[config.mk]
export PLATFORM = sky130hd
export DESIGN_NAME = oaht_ctrl
export DESIGN_NICKNAME = d
export VERILOG_FILES = /design/src/design/oaht_pkg.sv /design/src/design/oaht_ctrl.sv
export SDC_FILE = /design/constraint.sdc
export NUM_CORES = 1
export LEC_CHECK = 0
export BUFFER_PORTS_ARGS = -buffer_cell sky130_fd_sc_hd__buf_4
export CAP_MARGIN = 30
export CORE_AREA = 2 2 39 41
export DETAILED_ROUTE_END_ITERATION = 16
export DIE_AREA = 0 0 41 43
export GPL_TIMING_DRIVEN = 0
export SLEW_MARGIN = 20
export SYNTH_ARGS = -nofsm -noshare
export SYNTH_HDL_FRONTEND = slang
export SYNTH_SLANG_ARGS = --single-unit
[constraint.sdc]
create_clock -name clk -period 2 [get_ports clk]
set_clock_uncertainty 0.05 [all_clocks]
set_input_delay 0.2 -clock clk [delete_from_list [all_inputs] [get_ports clk]]
set_output_delay 0.2 -clock clk [all_outputs]
set_load 0.005 [all_outputs]
[src/design/oaht_pkg.sv]
// ----------------------------------------------------------------------------
// oaht_pkg
// Shared types and codes for the open addressing hash table unit.
// ----------------------------------------------------------------------------
package oaht_pkg;

  localparam int MAX_BUCKET_BITS_DEF = 10;
  localparam int BB_W = 5;   // holds any bucket bit count up to the parameter's limit

  localparam logic [1:0] CMD_LOOKUP = 2'd0;
  localparam logic [1:0] CMD_PUT    = 2'd1;
  localparam logic [1:0] CMD_REMOVE = 2'd2;
  localparam logic [1:0] CMD_CLEAR  = 2'd3;

  localparam logic [2:0] ST_FOUND    = 3'd0;
  localparam logic [2:0] ST_MISS     = 3'd1;
  localparam logic [2:0] ST_INSERTED = 3'd2;
  localparam logic [2:0] ST_UPDATED  = 3'd3;
  localparam logic [2:0] ST_REMOVED  = 3'd4;
  localparam logic [2:0] ST_FULL     = 3'd5;
  localparam logic [2:0] ST_CLEARED  = 3'd6;

  localparam logic REG_BUCKET_BITS = 1'b0;
  localparam logic REG_MISS_VALUE  = 1'b1;

  typedef enum logic [2:0] {
    S_INIT,
    S_IDLE,
    S_PROBE,
    S_EVAL,
    S_CLEAR,
    S_CLR_DONE
  } oaht_state_t;

  typedef struct packed {
    logic load;        // take input item, set walk to home slot
    logic advance;     // step to next probe slot
    logic commit;      // finish walk: write stores, load result
    logic sweep;       // clear one mark entry
    logic clr_commit;  // load cleared result
  } oaht_ctrl_t;

  typedef struct packed {
    logic in_clear;
    logic walk_end;
    logic clr_last;
    logic out_free;
  } oaht_stat_t;

endpackage

[src/design/oaht_ctrl.sv]
// ----------------------------------------------------------------------------
// oaht_ctrl
// Sequencer for the hash table: clearing sweep, probe walk, result hand-off.
// ----------------------------------------------------------------------------
module oaht_ctrl (
  input  logic                 clk,
  input  logic                 rst,
  input  logic                 in_valid,
  output logic                 in_stall,
  input  oaht_pkg::oaht_stat_t stat,
  output oaht_pkg::oaht_ctrl_t ctrl
);
  import oaht_pkg::*;

  oaht_state_t state, state_next;

  always_ff @(posedge clk) begin
    if (rst) begin
      state <= S_INIT;
    end else begin
      state <= state_next;
    end
  end

  always_comb begin
    state_next = state;
    ctrl       = '0;
    in_stall   = 1'b1;
    case (state)
      S_INIT: begin
        ctrl.sweep = 1'b1;
        if (stat.clr_last) state_next = S_IDLE;
      end
      S_IDLE: begin
        in_stall = 1'b0;
        if (in_valid) begin
          ctrl.load  = 1'b1;
          state_next = stat.in_clear ? S_CLEAR : S_PROBE;
        end
      end
      S_PROBE: state_next = S_EVAL;
      S_EVAL: begin
        if (stat.walk_end) begin
          if (stat.out_free) begin
            ctrl.commit = 1'b1;
            state_next  = S_IDLE;
          end
        end else begin
          ctrl.advance = 1'b1;
          state_next   = S_PROBE;
        end
      end
      S_CLEAR: begin
        ctrl.sweep = 1'b1;
        if (stat.clr_last) state_next = S_CLR_DONE;
      end
      S_CLR_DONE: begin
        if (stat.out_free) begin
          ctrl.clr_commit = 1'b1;
          state_next      = S_IDLE;
        end
      end
      default: state_next = S_INIT;
    endcase
  end

endmodule

Word-level counts from Yosys, hierarchy flattened --
Index checks and enable logic that the tools add are counted.
Storage, ports and cells: register bits 3, bits of input ports 7, output and inout port bits 6, word-level logic and storage cells 28
Cells by class: equal/unequal tests 8, multiplexer cells 16, reductions and logical operators 3
Operators with widths (count):
- $mux 3 | 6
- $pmux 3 s6 | 1
- $mux 1 | 8
- $eq 3x2->1 const B | 2
- $eq 3x3->1 const B | 2
- $ne 2x2->1 const B | 3
- $eq 3x1->1 const B | 1
- $logic_not 3->1 | 1
- $reduce_and 3->1 | 1
- $mux 2 | 1
- $reduce_or 2->1 | 1

Logic depth before layout (Yosys ltp) --
word-level depth 3, depth in mapped cells 4, depth with buffers taken out 3

Worst setup path after synthesis --
Ideal clock, no wire load.
path type register to register, from register state[0], to register state[2], library setup time 0.129 ns, arrival 0.982 ns, data required time 1.821 ns, setup slack 0.839 ns, stages on the path, launching flop included 4, path buffers 0, clock period less this slack 1.161 ns, cells stage by stage dfxtp_1 -> or3b_1 -> a31oi_2 -> o32ai_1
On the way: word-level cells in the longest chain between the ends 3, elaborated cells between the ends (all ways) 11, those cells by class eq/ne (8); mux (1); reduce/logical (2)
Ends and longest elaborated chain:
- start, declared | line oaht_ctrl.sv:15 | oaht_state_t state, state_next;
- start signal, assigned | line oaht_ctrl.sv:21 | state <= state_next;
- $eq 3x3->1, or another cell as far along | line oaht_ctrl.sv:29 | case (state)
- $ne 2x2->1 (no source line)
- $reduce_and 3->1 (no source line)
Several ways; a longest one is shown, not always the timed one. A chain may end at the register's enable or synchronous reset.

==> run_results.csv <==
group,metric,value,unit
logic_synthesis,ys_seq_area_frac,0.277,
logic_synthesis,synthMuxAreaShare,0,
final_layout,final_cell_mix,"12 x buf_4, 8 x nor2_1, 4 x nand2_1",
sta,slew_headroom,0.850,
placement,dp.cells,59,
route,viasPerCell,4.14,
worst_setup_path,arrival,1200,ps
worst_setup_path,cp-end-kind,"primary output",
sta,fmax,0.691,GHz
final_layout,area_delta_synth_final,63.0,%
placement,post-dp-hpwl,436,microns
global_route,grt_max_degree,10,
sta,setup_violations,0,
final_layout,regMostFlops,"state",
route,firstDrtPassIters,4,
sta,period_needed,1450,ps
clock_tree,ctsHoldBuffers,0,
floorplan,core_area,0.00138,sq mm
floorplan,die_x,41,microns
floorplan,start_util,0.156,
logic_synthesis,synth_top_family_by_area,"simple AND/OR/NAND/NOR gates",
worst_setup_path,start_kind,"register",
power_and_ir_drop,power.density,1060,mW/mm^2
route,ant_nets,0,
floorplan,die_h,43,microns
logic_synthesis,synth_xor_area_frac,0,
final_layout,fillers,157,
logic_synthesis,synth-simple-area-share,0.462,
clock_tree,cts-htree-levels,1,
route,dr_total_vias,261,
logic_synthesis,syn_nets,38,
logic_synthesis,synth_compound_area_frac,0.202,
final_layout,fin_nets,55,
sta,hold_violations,0,
floorplan,std_cell_rows,14,
clock_tree,clk_pin_slew,40,ps
clock_tree,cts_buffers,3,
power_and_ir_drop,vdd_drop_max,0.364,mV
logic_synthesis,ys_top_cells_by_area,"dfxtp_1 28%, nor2_1 14%, o32ai_1 8.1%",
clock_tree,cts_setup_buffers,0,
sta,max_slew.worst_pin.slew,224,ps
placement,pre_cts_ws,727,ps
sta,finalSetupTns,0,ps
sta,rsz0062_at_grt,"no",
worst_setup_path,crit_required,1750,ps
worst_hold_path,hp-class,"primary input to register",
sta,report.final.slew_viol_count,0,
worst_setup_path,cp_max_fo,6,
power_and_ir_drop,p_leak,0.154,nW
worst_setup_path,critical_path_class,"register to primary output",
outcome,status,"complete, no violations",
route,wl_per_cell,9.06,microns
logic_synthesis,synthCells,31,
logic_synthesis,synth_top_area_cell,"dfxtp_1",
final_layout,largest_reg_flops,3,
clock_tree,ctsResizeCount,0,
logic_synthesis,yosys_warnings,0,
placement,portBuffers,12,
clock_tree,ctsLongestPathBuffers,2,
logic_synthesis,synthDistinctLibCells,16,
final_layout,antenna_cells,0,
route,drt-initial-drc-count,11,
route,drc,0,
clock_tree,cts-root-buf,"clkbuf_4",
clock_tree,cts_sinks,3,
logic_synthesis,avgSynthCellArea,6.98,sq um
final_layout,fin_cells,63,
global_route,grt_pass1_wl,855,microns
route,wl,571,microns
global_route,grt_remaining_overflow,0,
sta,layout_setup_ws,554,ps
run,cap_violations,0,
clock_tree,insertion_delay,230,ps
global_route,grt_util_all_layers,0.0782,
logic_synthesis,synth_area,216,sq um
sta,period_share,0.723,
floorplan,dieArea,0.00176,sq mm
placement,place_congestion,0.692,
final_layout,drive_gt1_frac,0.383,
floorplan,pin_count,13,
clock_tree,cts_tree,"built",
logic_synthesis,synth.ff_latch_count,3,
logic_synthesis,yosysTopAreaCellShare,0.277,
final_layout,reg_top3,"state (3)",
global_route,antenna_found_initial,0,
global_route,grt_pass1_vias,220,
logic_synthesis,synthAdderAreaFrac,0,
final_layout,final_common_cell,"buf_4",
final timing paths:
path	start	end	slack [ps]	cells past startpoint
hold / removal	in_valid	state[0]$_SDFFE_PP0P_	140	2
setup reg to reg	state[0]$_SDFFE_PP0P_	state[2]$_SDFFE_PP0P_	740	3
setup / recovery	state[2]$_SDFFE_PP0P_	ctrl[4]	550	4
hold reg to reg	state[2]$_SDFFE_PP0P_	state[2]$_SDFFE_PP0P_	560	2
cell usage after synthesis:
cell,n
o32ai_1,2
a21oi_1,1
nand2b_1,2
dfxtp_1,3
or3b_1,1
nor2_1,8
and2b_2,1
nor3_1,1
and2_1,1
inv_1,2
a32oi_1,1
or2_1,1
nand2_1,4
nor3b_1,1
buf_2,1
a31oi_2,1
layer usage:
metal,vias up,part of all wire,GRT usage
li1,136,-,-
met1,115,0.40,0.0865
met2,10,0.49,0.103
met3,0,0.12,0.0785
met4,0,0,0.0200
met5,-,0,0
stage by stage:
step	hold WS, ps	instance area, sq um	total power, mW	util
3_5_place_dp	383	327	0.269	0.236
6_report	140	353	0.374	0.255
4_1_cts	134	353	0.383	0.255
5_1_grt	131	353	0.412	0.255
3_3_place_gp	381	327	0.266	0.236
2_1_floorplan	266	216	0.195	-
critical path: stages (launching register included):
cell and delay, ps:
dfxtp_1 400, and2b_2 270, nand2b_1 120, nor2_1 50, buf_4 130
cell type report:
cell class	instances	area (sq um)	area share
plain buffers	1	5.00	0.0142
clock buffers	4	26.3	0.0745
inverters	2	7.51	0.0213
multi-input cells	25	144	0.408
flip-flops and latches	3	60.1	0.170
well taps	16	20.0	0.0567
repair buffers	12	90.1	0.255
cells by family (layout without fill, tap and decap cells):
logic type,after synthesis,in the layout
compound gates,5,5
simple gates,20,20
buf+inv,3,19
flops,3,3
where the power goes:
group / leakage (nW) / internal (mW) / switching (mW)
logic: 0.114 / 0.0925 / 0.0774
clock network: 0.0150 / 0.0749 / 0.0329
registers: 0.0246 / 0.0774 / 0.0186
total: 0.154 / 0.245 / 0.129
Note: power is estimated with default switching activity, not from simulation.
